`config.mk`:
```
export PLATFORM = sky130hd
export DESIGN_NAME = packet_replay_window_check
export DESIGN_NICKNAME = d
export VERILOG_FILES = /design/src/rtl/core/prwc_pkg.sv /design/src/rtl/core/prwc_ram.sv /design/src/rtl/core/prwc_mod.sv /design/src/rtl/core/prwc_datapath.sv /design/src/rtl/core/prwc_ctrl.sv /design/src/rtl/core/packet_replay_window_check.sv
export SDC_FILE = /design/constraint.sdc
export NUM_CORES = 2
export LEC_CHECK = 0
export BUFFER_PORTS_ARGS = -buffer_cell sky130_fd_sc_hd__buf_2
export CAP_MARGIN = 30
export CORE_MARGIN = 2
export CORE_UTILIZATION = 60
export CTS_CLUSTER_SIZE = 10
export DETAILED_ROUTE_END_ITERATION = 7
export PLACE_DENSITY = 0.85
export SLEW_MARGIN = 10
export SYNTH_ARGS = -nofsm -noshare
export SYNTH_HDL_FRONTEND = slang
export SYNTH_SLANG_ARGS = --single-unit
```
`constraint.sdc`:
```
create_clock -name i_clk -period 58.1 [get_ports i_clk]
set_input_delay 8.715 -clock i_clk [delete_from_list [all_inputs] [get_ports i_clk]]
set_output_delay 8.715 -clock i_clk [all_outputs]
set_load 0.02 [all_outputs]
```
`src/rtl/core/prwc_pkg.sv`:
```
`timescale 1ns / 1ps
`default_nettype none

package prwc_pkg;

    // Field widths of the stream items.
    localparam int PID_W    = 32;
    localparam int EPOCH_W  = 32;
    localparam int TICK_W   = 32;
    localparam int STATUS_W = 2;
    localparam int BT_W     = 32;

    // Configuration register widths and reset values.
    localparam int WSIZE_W = 11;
    localparam int EXPT_W  = 31;
    localparam logic [WSIZE_W-1:0] WSIZE_RST = 11'd64;
    localparam logic [EXPT_W-1:0]  EXPT_RST  = 31'd2500;

    // Register indexes on the configuration port.
    localparam logic [0:0] REG_WINDOW_SIZE  = 1'b0;
    localparam logic [0:0] REG_EXPIRE_TICKS = 1'b1;

    // Result status codes.
    localparam logic [STATUS_W-1:0] ST_OK         = 2'd0;
    localparam logic [STATUS_W-1:0] ST_ZERO_ID    = 2'd1;
    localparam logic [STATUS_W-1:0] ST_EPOCH_BACK = 2'd2;
    localparam logic [STATUS_W-1:0] ST_REPLAY     = 2'd3;

    // Commands from the controller to the datapath.
    typedef struct packed {
        logic                clr_sweep;
        logic                load;
        logic                eval;
        logic                path;
        logic                big_init;
        logic                big_sweep;
        logic                mod_start;
        logic                mod_sel;
        logic                cap_rbm;
        logic                fwd_set;
        logic                fclr;
        logic                baddr;
        logic                back_set;
        logic                rearm;
        logic                st_we;
        logic [STATUS_W-1:0] st_code;
        logic                emit;
    } t_cmd;

    // Status from the datapath to the controller.
    typedef struct packed {
        logic clr_last;
        logic zero_id;
        logic epoch_old;
        logic ahead;
        logic fwd_big;
        logic back_reject;
        logic mod_done;
        logic one_step;
        logic fclr_last;
        logic big_last;
        logic bit_set;
        logic out_free;
    } t_sts;

endpackage

`default_nettype wire

```
`src/rtl/core/prwc_ram.sv`:
```
`timescale 1ns / 1ps
`default_nettype none

module prwc_ram #(
    parameter int WIDTH = 1,
    parameter int DEPTH = 1024
) (
    input  wire                     i_clk,
    input  wire                     i_we,
    input  wire [$clog2(DEPTH)-1:0] i_waddr,
    input  wire [WIDTH-1:0]         i_wdata,
    input  wire [$clog2(DEPTH)-1:0] i_raddr,
    output logic [WIDTH-1:0]        o_rdata
);

    logic [WIDTH-1:0] r_mem [DEPTH];
    logic [WIDTH-1:0] r_rdata;

    // One write port and one registered read port.
    always_ff @(posedge i_clk) begin
        if (i_we) begin
            r_mem[i_waddr] <= i_wdata;
        end
        r_rdata <= r_mem[i_raddr];
    end

    assign o_rdata = r_rdata;

endmodule

`default_nettype wire

```
`src/rtl/core/prwc_mod.sv`:
```
`timescale 1ns / 1ps
`default_nettype none

// Restoring remainder unit: one dividend bit per cycle.
module prwc_mod #(
    parameter int AW = 10
) (
    input  wire           i_clk,
    input  wire           i_rst_n,
    input  wire           i_start,
    input  wire [AW-1:0]  i_dividend,
    input  wire [AW:0]    i_divisor,
    output logic          o_done,
    output logic [AW-1:0] o_rem
);

    localparam int CW = $clog2(AW);

    logic          r_busy;
    logic          r_done;
    logic [CW-1:0] r_cnt;
    logic [AW:0]   r_rem;
    logic [AW-1:0] r_sh;
    logic [AW:0]   trial;

    // Shift in the next dividend bit and subtract the divisor when it fits.
    assign trial = {r_rem[AW-1:0], r_sh[AW-1]};

    always_ff @(posedge i_clk) begin
        if (!i_rst_n) begin
            r_busy <= 1'b0;
            r_done <= 1'b0;
            r_cnt  <= '0;
        end else if (i_start) begin
            r_busy <= 1'b1;
            r_done <= 1'b0;
            r_cnt  <= CW'(AW - 1);
        end else if (r_busy) begin
            if (r_cnt == '0) begin
                r_busy <= 1'b0;
                r_done <= 1'b1;
            end else begin
                r_cnt <= r_cnt - 1'b1;
            end
        end else begin
            r_done <= 1'b0;
        end
    end

    always_ff @(posedge i_clk) begin
        if (i_start) begin
            r_rem <= '0;
            r_sh  <= i_dividend;
        end else if (r_busy) begin
            r_rem <= (trial >= i_divisor) ? (trial - i_divisor) : trial;
            r_sh  <= {r_sh[AW-2:0], 1'b0};
        end
    end

    assign o_done = r_done;
    assign o_rem  = r_rem[AW-1:0];

endmodule

`default_nettype wire

```
`src/rtl/core/prwc_datapath.sv`:
```
`timescale 1ns / 1ps
`default_nettype none

module prwc_datapath #(
    parameter int WINDOW_MAX = 1024
) (
    input  wire                                i_clk,
    input  wire                                i_rst_n,
    input  wire [prwc_pkg::WSIZE_W-1:0]        i_window_size,
    input  wire [prwc_pkg::EXPT_W-1:0]         i_expire_ticks,
    input  wire [prwc_pkg::PID_W-1:0]          i_pid,
    input  wire [prwc_pkg::EPOCH_W-1:0]        i_epoch,
    input  wire [prwc_pkg::TICK_W-1:0]         i_now,
    input  prwc_pkg::t_cmd                     i_cmd,
    output prwc_pkg::t_sts                     o_sts,
    input  wire                                i_out_ready,
    output logic                               o_out_valid,
    output logic [prwc_pkg::STATUS_W-1:0]      o_status,
    output logic [prwc_pkg::BT_W-1:0]          o_backtrack
);

    localparam int AW = $clog2(WINDOW_MAX);
    localparam int WW = AW + 1;

    // Latched packet fields.
    logic [prwc_pkg::PID_W-1:0]   r_pid;
    logic [prwc_pkg::EPOCH_W-1:0] r_epoch;
    logic [prwc_pkg::TICK_W-1:0]  r_now;

    // Window state.
    logic [AW-1:0]                r_base;
    logic [WW-1:0]                r_ext;
    logic [prwc_pkg::PID_W-1:0]   r_hi;
    logic [prwc_pkg::PID_W-1:0]   r_floor;
    logic [prwc_pkg::EPOCH_W-1:0] r_cur_epoch;
    logic [prwc_pkg::TICK_W-1:0]  r_expire_at;
    logic [prwc_pkg::BT_W-1:0]    r_btmax;

    // Working registers.
    logic [AW-1:0]                r_delta;
    logic [AW-1:0]                r_rbm;
    logic [AW-1:0]                r_ri;
    logic [AW-1:0]                r_pos;
    logic [AW-1:0]                r_cnt;
    logic [prwc_pkg::STATUS_W-1:0] r_status;

    // Output register.
    logic                          r_ovalid;
    logic [prwc_pkg::STATUS_W-1:0] r_ostatus;
    logic [prwc_pkg::BT_W-1:0]     r_obt;

    logic [WW-1:0]                w;
    logic [prwc_pkg::PID_W-1:0]   w_ext;
    logic [prwc_pkg::PID_W-1:0]   ext_ext;
    logic [prwc_pkg::PID_W-1:0]   d_fwd;
    logic [prwc_pkg::PID_W-1:0]   d_back;
    logic [prwc_pkg::TICK_W-1:0]  tick_diff;
    logic                         exp_hit;
    logic                         epoch_new;
    logic                         ahead;
    logic [WW-1:0]                nb_sum;
    logic [WW-1:0]                nb_full;
    logic [AW-1:0]                nb;
    logic [WW-1:0]                nb_inc;
    logic [AW-1:0]                nb_next;
    logic [WW-1:0]                pos_inc;
    logic [AW-1:0]                pos_next;
    logic [WW:0]                  ext_sum;
    logic [WW-1:0]                ext_new;
    logic [WW-1:0]                ri_sum;
    logic [AW-1:0]                ri;
    logic                         mod_done;
    logic [AW-1:0]                mod_rem;
    logic                         ram_we;
    logic [AW-1:0]                ram_waddr;
    logic                         ram_wdata;
    logic                         ram_rdata;

    // Effective window: zero acts as one, anything above the maximum is clamped.
    always_comb begin
        if (i_window_size == '0) begin
            w = WW'(1);
        end else if (32'(i_window_size) > 32'(WINDOW_MAX)) begin
            w = WW'(WINDOW_MAX);
        end else begin
            w = WW'(i_window_size);
        end
    end

    assign w_ext   = 32'(w);
    assign ext_ext = 32'(r_ext);

    // Packet classification against the current state.
    assign d_fwd     = r_pid - r_hi;
    assign d_back    = r_hi - r_pid;
    assign tick_diff = r_now - r_expire_at;
    assign exp_hit   = ~tick_diff[prwc_pkg::TICK_W-1];
    assign epoch_new = r_epoch > r_cur_epoch;
    assign ahead     = r_pid > r_hi;

    // New ring base for a short forward step, and the position after it.
    assign nb_sum  = WW'(r_rbm) + w - WW'(r_delta);
    assign nb_full = (nb_sum >= w) ? (nb_sum - w) : nb_sum;
    assign nb      = nb_full[AW-1:0];
    assign nb_inc  = WW'(nb) + WW'(1);
    assign nb_next = (nb_inc >= w) ? '0 : nb_inc[AW-1:0];
    assign pos_inc = WW'(r_pos) + WW'(1);
    assign pos_next = (pos_inc >= w) ? '0 : pos_inc[AW-1:0];

    // Valid extent grows by the step and saturates at the window.
    assign ext_sum = (WW+1)'(r_ext) + (WW+1)'(r_delta);
    assign ext_new = (ext_sum > (WW+1)'(w)) ? w : ext_sum[WW-1:0];

    // Ring index of a backtrack.
    assign ri_sum = WW'(r_rbm) + WW'(mod_rem);
    assign ri     = (ri_sum >= w) ? ri_sum[AW-1:0] - w[AW-1:0] : ri_sum[AW-1:0];

    prwc_mod #(
        .AW(AW)
    ) u_mod (
        .i_clk      (i_clk),
        .i_rst_n    (i_rst_n),
        .i_start    (i_cmd.mod_start),
        .i_dividend (i_cmd.mod_sel ? r_delta : r_base),
        .i_divisor  (w),
        .o_done     (mod_done),
        .o_rem      (mod_rem)
    );

    // Write port of the seen-bit ring.
    always_comb begin
        ram_we    = 1'b0;
        ram_waddr = r_pos;
        ram_wdata = 1'b0;
        if (i_cmd.clr_sweep || i_cmd.fclr) begin
            ram_we = 1'b1;
        end else if (i_cmd.big_sweep) begin
            ram_we    = 1'b1;
            ram_wdata = (r_pos == '0);
        end else if (i_cmd.fwd_set) begin
            ram_we    = 1'b1;
            ram_waddr = nb;
            ram_wdata = 1'b1;
        end else if (i_cmd.back_set) begin
            ram_we    = 1'b1;
            ram_waddr = r_ri;
            ram_wdata = 1'b1;
        end
    end

    prwc_ram #(
        .WIDTH(1),
        .DEPTH(WINDOW_MAX)
    ) u_seen (
        .i_clk   (i_clk),
        .i_we    (ram_we),
        .i_waddr (ram_waddr),
        .i_wdata (ram_wdata),
        .i_raddr (r_ri),
        .o_rdata (ram_rdata)
    );

    // Packet fields are captured at the input beat.
    always_ff @(posedge i_clk) begin
        if (i_cmd.load) begin
            r_pid   <= i_pid;
            r_epoch <= i_epoch;
            r_now   <= i_now;
        end
    end

    // Window state updates.
    always_ff @(posedge i_clk) begin
        if (!i_rst_n) begin
            r_base      <= '0;
            r_ext       <= '0;
            r_hi        <= '0;
            r_floor     <= '0;
            r_cur_epoch <= '0;
            r_expire_at <= '0;
            r_btmax     <= '0;
            r_pos       <= '0;
        end else begin
            if (i_cmd.eval) begin
                if (epoch_new) begin
                    r_base      <= '0;
                    r_ext       <= '0;
                    r_hi        <= '0;
                    r_floor     <= '0;
                    r_cur_epoch <= r_epoch;
                end else if (exp_hit) begin
                    r_floor <= r_hi;
                end
            end
            if (i_cmd.path && !ahead && (d_back > r_btmax)) begin
                r_btmax <= d_back;
            end
            if (i_cmd.big_init) begin
                r_base <= '0;
                r_ext  <= w;
                r_hi   <= r_pid;
                r_pos  <= '0;
            end
            if (i_cmd.clr_sweep || i_cmd.big_sweep) begin
                r_pos <= r_pos + 1'b1;
            end
            if (i_cmd.fwd_set) begin
                r_base <= nb;
                r_ext  <= ext_new;
                r_hi   <= r_pid;
                r_pos  <= nb_next;
            end
            if (i_cmd.fclr) begin
                r_pos <= pos_next;
            end
            if (i_cmd.rearm) begin
                r_expire_at <= r_now + 32'(i_expire_ticks);
            end
        end
    end

    // Working registers of the current packet.
    always_ff @(posedge i_clk) begin
        if (i_cmd.path) begin
            r_delta <= ahead ? d_fwd[AW-1:0] : d_back[AW-1:0];
        end
        if (i_cmd.cap_rbm) begin
            r_rbm <= mod_rem;
        end
        if (i_cmd.baddr) begin
            r_ri <= ri;
        end
        if (i_cmd.fwd_set) begin
            r_cnt <= r_delta - 1'b1;
        end else if (i_cmd.fclr) begin
            r_cnt <= r_cnt - 1'b1;
        end
        if (i_cmd.st_we) begin
            r_status <= i_cmd.st_code;
        end
    end

    // Output register: holds one result until the receiver takes it.
    always_ff @(posedge i_clk) begin
        if (!i_rst_n) begin
            r_ovalid <= 1'b0;
        end else if (i_cmd.emit) begin
            r_ovalid <= 1'b1;
        end else if (i_out_ready) begin
            r_ovalid <= 1'b0;
        end
    end

    always_ff @(posedge i_clk) begin
        if (i_cmd.emit) begin
            r_ostatus <= r_status;
            r_obt     <= r_btmax;
        end
    end

    // Status toward the controller.
    assign o_sts.clr_last    = (32'(r_pos) == 32'(WINDOW_MAX - 1));
    assign o_sts.zero_id     = (r_pid == '0);
    assign o_sts.epoch_old   = (r_epoch < r_cur_epoch);
    assign o_sts.ahead       = ahead;
    assign o_sts.fwd_big     = (d_fwd >= w_ext);
    assign o_sts.back_reject = (d_back >= ext_ext) || (r_pid <= r_floor);
    assign o_sts.mod_done    = mod_done;
    assign o_sts.one_step    = (r_delta == AW'(1));
    assign o_sts.fclr_last   = (r_cnt == AW'(1));
    assign o_sts.big_last    = (WW'(r_pos) == (w - WW'(1)));
    assign o_sts.bit_set     = ram_rdata;
    assign o_sts.out_free    = !r_ovalid || i_out_ready;

    assign o_out_valid = r_ovalid;
    assign o_status    = r_ostatus;
    assign o_backtrack = r_obt;

endmodule

`default_nettype wire

```
`src/rtl/core/prwc_ctrl.sv`:
```
`timescale 1ns / 1ps
`default_nettype none

module prwc_ctrl (
    input  wire             i_clk,
    input  wire             i_rst_n,
    input  prwc_pkg::t_sts  i_sts,
    input  wire             i_in_valid,
    output logic            o_in_ready,
    output prwc_pkg::t_cmd  o_cmd
);

    localparam logic [3:0] S_CLR   = 4'd0;
    localparam logic [3:0] S_IDLE  = 4'd1;
    localparam logic [3:0] S_EVAL  = 4'd2;
    localparam logic [3:0] S_PATH  = 4'd3;
    localparam logic [3:0] S_BIG   = 4'd4;
    localparam logic [3:0] S_MOD1  = 4'd5;
    localparam logic [3:0] S_FWD   = 4'd6;
    localparam logic [3:0] S_FCLR  = 4'd7;
    localparam logic [3:0] S_MOD2  = 4'd8;
    localparam logic [3:0] S_BREAD = 4'd9;
    localparam logic [3:0] S_BCHK  = 4'd10;
    localparam logic [3:0] S_DONE  = 4'd11;

    logic [3:0] r_state;
    logic [3:0] n_state;

    always_ff @(posedge i_clk) begin
        if (!i_rst_n) begin
            r_state <= S_CLR;
        end else begin
            r_state <= n_state;
        end
    end

    // Sequencing of one packet check.
    always_comb begin
        n_state    = r_state;
        o_cmd      = '0;
        o_in_ready = 1'b0;
        case (r_state)
            S_CLR: begin
                // Clear the seen-bit ring once after reset.
                o_cmd.clr_sweep = 1'b1;
                if (i_sts.clr_last) begin
                    n_state = S_IDLE;
                end
            end
            S_IDLE: begin
                o_in_ready = 1'b1;
                if (i_in_valid) begin
                    o_cmd.load = 1'b1;
                    n_state    = S_EVAL;
                end
            end
            S_EVAL: begin
                if (i_sts.zero_id) begin
                    o_cmd.st_we   = 1'b1;
                    o_cmd.st_code = prwc_pkg::ST_ZERO_ID;
                    n_state       = S_DONE;
                end else begin
                    o_cmd.eval = 1'b1;
                    if (i_sts.epoch_old) begin
                        o_cmd.st_we   = 1'b1;
                        o_cmd.st_code = prwc_pkg::ST_EPOCH_BACK;
                        n_state       = S_DONE;
                    end else begin
                        n_state = S_PATH;
                    end
                end
            end
            S_PATH: begin
                o_cmd.path = 1'b1;
                if (i_sts.ahead && i_sts.fwd_big) begin
                    o_cmd.big_init = 1'b1;
                    n_state        = S_BIG;
                end else if (!i_sts.ahead && i_sts.back_reject) begin
                    o_cmd.st_we   = 1'b1;
                    o_cmd.st_code = prwc_pkg::ST_REPLAY;
                    n_state       = S_DONE;
                end else begin
                    // Both short steps need the ring base reduced to the window.
                    o_cmd.mod_start = 1'b1;
                    n_state         = S_MOD1;
                end
            end
            S_BIG: begin
                o_cmd.big_sweep = 1'b1;
                if (i_sts.big_last) begin
                    o_cmd.rearm   = 1'b1;
                    o_cmd.st_we   = 1'b1;
                    o_cmd.st_code = prwc_pkg::ST_OK;
                    n_state       = S_DONE;
                end
            end
            S_MOD1: begin
                if (i_sts.mod_done) begin
                    o_cmd.cap_rbm = 1'b1;
                    if (i_sts.ahead) begin
                        n_state = S_FWD;
                    end else begin
                        o_cmd.mod_start = 1'b1;
                        o_cmd.mod_sel   = 1'b1;
                        n_state         = S_MOD2;
                    end
                end
            end
            S_FWD: begin
                o_cmd.fwd_set = 1'b1;
                if (i_sts.one_step) begin
                    o_cmd.rearm   = 1'b1;
                    o_cmd.st_we   = 1'b1;
                    o_cmd.st_code = prwc_pkg::ST_OK;
                    n_state       = S_DONE;
                end else begin
                    n_state = S_FCLR;
                end
            end
            S_FCLR: begin
                // Clear the bits skipped by the forward step.
                o_cmd.fclr = 1'b1;
                if (i_sts.fclr_last) begin
                    o_cmd.rearm   = 1'b1;
                    o_cmd.st_we   = 1'b1;
                    o_cmd.st_code = prwc_pkg::ST_OK;
                    n_state       = S_DONE;
                end
            end
            S_MOD2: begin
                if (i_sts.mod_done) begin
                    o_cmd.baddr = 1'b1;
                    n_state     = S_BREAD;
                end
            end
            S_BREAD: begin
                n_state = S_BCHK;
            end
            S_BCHK: begin
                o_cmd.st_we = 1'b1;
                if (i_sts.bit_set) begin
                    o_cmd.st_code = prwc_pkg::ST_REPLAY;
                end else begin
                    o_cmd.back_set = 1'b1;
                    o_cmd.rearm    = 1'b1;
                    o_cmd.st_code  = prwc_pkg::ST_OK;
                end
                n_state = S_DONE;
            end
            S_DONE: begin
                if (i_sts.out_free) begin
                    o_cmd.emit = 1'b1;
                    n_state    = S_IDLE;
                end
            end
            default: begin
                n_state = S_IDLE;
            end
        endcase
    end

endmodule

`default_nettype wire

```
`src/rtl/core/packet_replay_window_check.sv`:
```
`timescale 1ns / 1ps
`default_nettype none

// Anti-replay window check, one result beat for each packet beat.
// Input stream s_axis carries packet id, epoch and the current tick count;
// output stream m_axis carries the status and the largest backtrack so far.
// Window size and expiry time must be written over the APB port only
// while idle; the block itself does not enforce this.
// One packet is checked at a time; it ends as a zero id, an older epoch,
// a refused backtrack, a backtrack looked up in the ring, a forward step
// below the window w or a jump of at least w. The time per packet is set
// by the bit-serial remainder unit that maps ids onto the ring and by the
// single write port of the seen-bit memory, which clears skipped positions
// one per cycle. After reset the seen-bit memory is swept clear of all
// WINDOW_MAX positions, during which s_axis_tready stays low.
// A finished result sits in an output register; the next packet is taken
// while it waits, but its own result is held back until the receiver has
// taken the earlier one.
module packet_replay_window_check #(
    parameter int WINDOW_MAX = 1024
) (
    input  wire         i_clk,
    input  wire         i_rst_n,
    // APB configuration port
    input  wire         psel,
    input  wire         penable,
    input  wire         pwrite,
    input  wire  [2:0]  paddr,
    input  wire  [31:0] pwdata,
    output logic [31:0] prdata,
    output logic        pready,
    // Packet input stream
    input  wire         s_axis_tvalid,
    output logic        s_axis_tready,
    input  wire  [95:0] s_axis_tdata,   // packet_id, packet_epoch, now_ticks
    // Result output stream
    output logic        m_axis_tvalid,
    input  wire         m_axis_tready,
    output logic [39:0] m_axis_tdata    // status, largest_backtrack, zero fill
);

    logic [prwc_pkg::WSIZE_W-1:0]  r_window_size;
    logic [prwc_pkg::EXPT_W-1:0]   r_expire_ticks;
    logic                          cfg_wr;
    prwc_pkg::t_cmd                w_cmd;
    prwc_pkg::t_sts                w_sts;
    logic [prwc_pkg::STATUS_W-1:0] out_status;
    logic [prwc_pkg::BT_W-1:0]     out_bt;

    // Configuration registers.
    assign pready = 1'b1;
    assign cfg_wr = psel && penable && pwrite && pready;

    always_ff @(posedge i_clk) begin
        if (!i_rst_n) begin
            r_window_size  <= prwc_pkg::WSIZE_RST;
            r_expire_ticks <= prwc_pkg::EXPT_RST;
        end else if (cfg_wr) begin
            case (paddr[2])
                prwc_pkg::REG_WINDOW_SIZE: begin
                    r_window_size <= pwdata[prwc_pkg::WSIZE_W-1:0];
                end
                prwc_pkg::REG_EXPIRE_TICKS: begin
                    r_expire_ticks <= pwdata[prwc_pkg::EXPT_W-1:0];
                end
                default: begin
                end
            endcase
        end
    end

    always_comb begin
        case (paddr[2])
            prwc_pkg::REG_WINDOW_SIZE:  prdata = 32'(r_window_size);
            prwc_pkg::REG_EXPIRE_TICKS: prdata = 32'(r_expire_ticks);
            default:                    prdata = '0;
        endcase
    end

    prwc_ctrl u_ctrl (
        .i_clk      (i_clk),
        .i_rst_n    (i_rst_n),
        .i_sts      (w_sts),
        .i_in_valid (s_axis_tvalid),
        .o_in_ready (s_axis_tready),
        .o_cmd      (w_cmd)
    );

    prwc_datapath #(
        .WINDOW_MAX(WINDOW_MAX)
    ) u_dp (
        .i_clk          (i_clk),
        .i_rst_n        (i_rst_n),
        .i_window_size  (r_window_size),
        .i_expire_ticks (r_expire_ticks),
        .i_pid          (s_axis_tdata[31:0]),
        .i_epoch        (s_axis_tdata[63:32]),
        .i_now          (s_axis_tdata[95:64]),
        .i_cmd          (w_cmd),
        .o_sts          (w_sts),
        .i_out_ready    (m_axis_tready),
        .o_out_valid    (m_axis_tvalid),
        .o_status       (out_status),
        .o_backtrack    (out_bt)
    );

    assign m_axis_tdata = {6'b0, out_bt, out_status};

`ifndef SYNTH
    // A packet is never followed by another in the very next cycle.
    a_one_at_a_time: assert property (@(posedge i_clk) disable iff (!i_rst_n)
        (s_axis_tvalid && s_axis_tready) |=> !s_axis_tready)
        else $error("second packet taken while one is in work");

    // A new result only appears when the controller hands one over.
    a_emit_source: assert property (@(posedge i_clk) disable iff (!i_rst_n)
        $rose(m_axis_tvalid) |-> $past(w_cmd.emit))
        else $error("result beat raised without an emit command");

    // At most one writer of the seen-bit ring in any cycle.
    a_one_writer: assert property (@(posedge i_clk) disable iff (!i_rst_n)
        $onehot0({w_cmd.clr_sweep, w_cmd.big_sweep, w_cmd.fwd_set,
                  w_cmd.fclr, w_cmd.back_set}))
        else $error("conflicting writes to the seen-bit ring");
`endif

endmodule

`default_nettype wire

```
**Word level (Yosys, flattened, before mapping)**

Memories as Yosys holds them, arrays and structs flattened. A register that Yosys moved wholly into a read port is not among the register bits.
Index checks and enable logic that the tools add are counted.

- Flip-flop bits (word level): 436
- Bits in writable memories: 1024
- Input bits: 138
- Output and inout bits: 75
- Memories kept: 1
- Logic and storage cells: 222

Memory list:

| memory | words | width | read ports | clocked after memory_dff | write ports | RTL line | RTL |
|---|---|---|---|---|---|---|---|
| u_dp.u_seen.r_mem | 1024 | 1 | 1 | 1 | 1 | prwc_ram.sv:16 | `logic [WIDTH-1:0] r_mem [DEPTH];` |

- $add $sub $neg: 18
- Reductions and logical operators: 33
- Bitwise operators: 4
- Eq/ne operators: 24
- Multiplexer cells: 100
- $lt $le $gt $ge: 14

Operators by type and width:

| operator | number |
|---|---|
| $mux W10 | 23 |
| $mux W32 | 6 |
| $gt A32 B32 Y1 | 3 |
| $sub A32 B32 Y32 | 3 |
| $mux W11 | 7 |
| $mux W4 | 19 |
| $ge A32 B11 Y1 | 2 |
| $pmux W32 S2 | 1 |
| $ge A11 B11 Y1 | 5 |
| $pmux W4 S12 | 1 |
| $add A32 B31 Y32 | 1 |
| $le A32 B32 Y1 | 1 |
| $logic_not A32 Y1 | 1 |
| $lt A32 B32 Y1 | 1 |
| $mux W1 | 30 |
| $sub A10 B10 Y10 | 3 |
| $add A10 B1 Y11 const B | 2 |
| $eq A10 B1 Y1 const B | 2 |
| $sub A10 B1 Y10 const B | 2 |
| $pmux W3 S6 | 1 |
| $eq A4 B3 Y1 const B | 4 |
| $eq A4 B4 Y1 const B | 4 |
| $mux W3 | 5 |
| $reduce_and A2 Y1 | 7 |
| other kinds (31) | 59 |

**Longest topological paths before layout**

- Word-level depth: 12
- Mapped depth: 37
- Depth with buffers taken out: 34

**By module**

From an unflattened synthesis, not the netlist that was laid out.

- Cells, all modules: 6507
- Area, all modules: 75270.9 um^2

By module, submodules not included:

| module | cells an instance | instances | sequential area each (um^2) | area an instance (um^2) |
|---|---|---|---|---|
| prwc_ram | 3112 | 1 | 30769.5 | 44656.6 |
| prwc_datapath | 2893 | 1 | 9008.6 | 26227.7 |
| packet_replay_window_check | 221 | 1 | 840.8 | 2058.2 |
| prwc_mod | 185 | 1 | 620.6 | 1732.9 |
| prwc_ctrl | 96 | 1 | 80.1 | 595.6 |

**Least setup slack after synthesis**

No wires, ideal clock.

- Kind: reg-to-reg
- From: register u_dp.r_pos[0]
- To: memory u_dp.u_seen.r_mem[0], data pin
- Path buffers: 0
- Setup time: 8292 ps
- Data required time: 49808 ps
- Data arrival time: 42015 ps
- Stages on the path, launching flop included: 6
- Path slack: 7793 ps
- Clock period less this slack: 50307 ps
- Cell sequence: dfxtp_1 -> inv_1 -> ha_1 -> nor4b_1 -> a31oi_1 -> o31ai_1

- Cells in the longest elaborated chain, start to end: 3

Ends and longest elaborated chain:

| element | RTL line | RTL |
|---|---|---|
| from (decl) | prwc_datapath.sv:43 | `logic [AW-1:0] r_pos;` |
| from (signal assigned) | prwc_datapath.sv:205 | `r_pos <= r_pos + 1'b1;` |
| from (signal assigned) | prwc_datapath.sv:211 | `r_pos <= nb_next;` |
| from (signal assigned) | prwc_datapath.sv:214 | `r_pos <= pos_next;` |
| $logic_not A10 Y1 | prwc_datapath.sv:139 | `ram_wdata = (r_pos == '0);` |
| $mux W1 | prwc_datapath.sv:137 | `end else if (i_cmd.big_sweep) begin` |
| $mux W1 | prwc_datapath.sv:135 | `if (i_cmd.clr_sweep \|\| i_cmd.fclr) begin` |
| net u_dp.ram_wdata | prwc_datapath.sv:76 | `logic ram_wdata;` |
| to (decl) | prwc_ram.sv:16 |  |

The timed path passes the listed nets, and every way through them passes these cells.

**Final worst setup path**

- From: input paddr[2]
- To: output prdata[6]

- Cells in the longest elaborated chain, start to end: 2

Ends and longest elaborated chain:

| element | RTL line | RTL |
|---|---|---|
| from (decl) | packet_replay_window_check.sv:28 | `input wire [2:0] paddr,` |
| $not A1 Y1 (no source line) | n/a |  |
| $pmux W32 S2 * | packet_replay_window_check.sv:73 | `case (paddr[2])` |
| to (decl) | packet_replay_window_check.sv:30 | `output logic [31:0] prdata,` |

Mark *: on every way between the ends. The rest lies on a longest branch, timed or not. The select of a mux whose other input is x is not followed.

==> impl_metrics.tcl <==
set metrics [dict create \
    status "finished, final reports clean" \
    dp.cells 7643 \
    synth-compound-area-share 0.07439 \
    cts_resized 0 \
    clkSinkCount 1461 \
    firstDrtPassIters 8 \
    crit_arrival_ns 10.12 \
    worst_slew_margin_rel 0.02507 \
    portBuffers 201 \
    p_seq_frac 0.505 \
    p_switching_uw 551.8 \
    hold_buffers 0 \
    clk_pin_slew_ns 0.05 \
    wl_per_cell_um 28.06 \
    vias_per_cell 6.761 \
    yosysSeqAreaShare 0.5567 \
    swShare 0.2420 \
    synth_xor_area_frac 0.01805 \
    ys_warn_count 0 \
    peakVddDrop_mv 0.03405 \
    fin_crit_sh 0.3242 \
    setup.worst_path.end_class "output port" \
    instances_no_fill 7943 \
    max_freq_mhz 53.10 \
    synth_cells 6127 \
    synth_top_family_by_area "multiplexers" \
    drv_cap 0 \
    cts_setup_buffers 0 \
    rsz0062_at_grt "no" \
    htreeDepth 4 \
    synthMuxAreaShare 0.1296 \
    setup_tns_ns 0 \
    setup_viol 0 \
    min_path_type "reg -> reg" \
    finish.instance_area_um2 82240 \
    grt_pass1_vias 51910 \
    initial_core_util 0.6027 \
    setup_ws_ns 39.27 \
    coreArea_um2 123200 \
    synth-simple-area-share 0.1186 \
    drc 0 \
    synthArstFlopShare 0 \
    nets 6718 \
    r2r_slack_ns 48.58 \
    synth_fa_ha_area_frac 0.06352 \
    yosysUniqueCellTypes 102 \
    drtAntennaViolNets 0 \
    grt_max_degree 326 \
    cts_buffer_depth 3 \
    syn_area_per_cell_um2 12.11 \
    std_cell_rows 129 \
    antenna_found_initial 19 \
    crit_type "in -> out" \
    yosys_register_bits 1461 \
    clock_skew_ns 0.1402 \
    final-hold-violation-count 0 \
    dp.final_hpwl_mm 123.1 \
    comb_power_share 0.064 \
    insertion_delay_ns 0.90 \
    route.vias.total 53702 \
    start_kind "input port" \
    globalRouteTotalUtil 0.3331 \
    finalCriticalPeriod_ns 18.83 \
    worst_slew_pin_slew_ns 1.462 \
    grt_pass1_wl_mm 315.2 \
    power.density_nw_per_um2 27.73 \
    drt-initial-drc-count 8824 \
    syn-cell-area_um2 74220 \
    p_leak_nw 28.37 \
    drive_gt1_frac 0.1598 \
    grt_overflow 0 \
    internal_power_mw 1.729 \
    startpoint "paddr[2]" \
    cts_tree "done" \
    worstHoldStart "u_dp.r_btmax[21]$_SDFFE_PN0P_" \
    synthFlopType "edfxtp_1" \
    pin_count 213 \
    placed_area_um2 76620 \
    worstPathMaxFanout 37 \
    die_h_um 355.7 \
    p_clk_frac 0.432 \
    crit-reg2reg-launch "r_window_size[10]$_SDFFE_PN0P_" \
    place_ws_ns 39.34 \
    wl_mm 222.9 \
    cp_data_required_time_ns 49.39 \
    slew_viol_final 0 \
    final_core_util 0.6678 \
    die_x_um 355.7 \
    finalWeightedCongestion 0.9734 \
    syn_to_final_growth_pct 10.80 \
    die-area_um2 126500 \
    cts_buffers 168 \
    fillers 7988 \
    synth_edf_count 1206 \
    clock-root-buffer "clkbuf_16" \
]
## path summary, 6_finish.rpt
path / end / cells after the start
hold reg to reg: u_dp.o_backtrack[21]$_DFFE_PP_ / 0
hold / removal: u_dp.o_backtrack[21]$_DFFE_PP_ / 0
setup reg to reg: u_dp.r_pos[0]$_SDFFE_PN0P_ / 34
setup / recovery: prdata[6] / 3
## cell usage after synthesis, types with 57 or more instances
cell type / instances / area share
inv_1: 309 / 0.016
a21oi_1: 229 / 0.015
a21o_1: 95 / 0.0096
o21ai_0: 133 / 0.0090
xor2_1: 57 / 0.0067
nand3_1: 98 / 0.0066
ha_1: 348 / 0.059
clkbuf_1: 279 / 0.014
nor2_1: 1277 / 0.065
nand2_1: 355 / 0.018
mux2i_1: 136 / 0.018
buf_1: 83 / 0.0042
edfxtp_1: 1206 / 0.49
dfxtp_1: 255 / 0.069
mux4_2: 341 / 0.10
xnor2_1: 96 / 0.011
## cells by family (layout without fill, tap and decap cells)
logic type | Yosys count | in the layout
muxes | 527 | 527
xor gates and xnor gates | 153 | 153
adders and majority gates | 366 | 366
buffers and inverters | 733 | 891
and+or+nand+nor | 2072 | 2072
AOI/OAI and AO/OA | 813 | 813
DFF | 1461 | 1461
other | 2 | 23
## per-layer routing
metal,routed length [µm],track usage
met1,73760,0.4163
met2,103900,0.5234
met3,28890,0.09403
met4,16220,0.1910
met5,77,0
## critical path: stages
cell and delay (ns):
buf_2 0.66, mux2_2 0.51, buf_2 0.19
## power groups by stage
stage | clock [mW] | combinational (mW) | sequential, mW
finish | 0.984 | 0.145 | 1.15
global route | 1.02 | 0.154 | 1.15
CTS | 0.972 | 0.138 | 1.15
global placement | 0 | 0.127 | 1.17
detailed placement | 0 | 0.135 | 1.17
floorplan | 0 | 0.0864 | 1.21
## stage by stage
step           power (mW)  hold slack, ns
2_1_floorplan       1.295          0.4003
3_3_place_gp        1.300          0.4444
3_5_place_dp        1.308          0.4406
4_1_cts             2.261          0.4568
5_1_grt             2.322          0.4778
6_report            2.280          0.4570
## cells in the final DEF, fill, tap and decap left out, drive strengths merged, types with 55 or more instances in the layout
| cell | count |
|---|---|
| inv | 314 |
| ha | 348 |
| mux4 | 341 |
| o21ai | 138 |
| buf | 331 |
| nor2 | 1278 |
| nor3 | 55 |
| edfxtp | 1206 |
| nand3 | 98 |
| a21oi | 233 |
| dfxtp | 255 |
| clkbuf | 226 |
| a21o | 95 |
| mux2i | 136 |
| xor2 | 57 |
| xnor2 | 96 |
| nand2 | 355 |
## final cells by class
class,count,area [µm²],area share
clock buffer,224,4466,0.05430
clock inverter,23,401.6,0.004884
multi-input combinational,3939,30170,0.3669
sequential,1461,41320,0.5025
timing repair buffer,334,2628,0.03195
inverter,310,1166,0.01418
tap,1637,2048,0.02491
antenna,15,37.54,0.0004564
## state kept, by name, indices dropped and copies added (netlist names), 4 cells and up
signal / count
u_dp.r_delta: 10
u_dp.r_expire_at: 32
u_dp.r_rbm: 10
u_dp.u_seen.r_mem: 1024
u_dp.r_ri: 10
u_dp.r_pid: 32
u_dp.r_cnt: 10
u_dp.u_mod.r_rem: 10
r_expire_ticks: 31
u_dp.r_ext: 11
u_dp.r_hi: 32
u_dp.r_floor: 32
u_dp.r_now: 32
u_dp.r_btmax: 32
u_dp.r_cur_epoch: 32
u_dp.r_pos: 10
u_dp.o_backtrack: 32
u_dp.u_mod.r_sh: 10
u_dp.r_epoch: 32
u_ctrl.r_state: 4
u_dp.u_mod.r_cnt: 4
r_window_size: 11
u_dp.r_base: 10
Note: power is estimated with default switching activity, not from simulation.
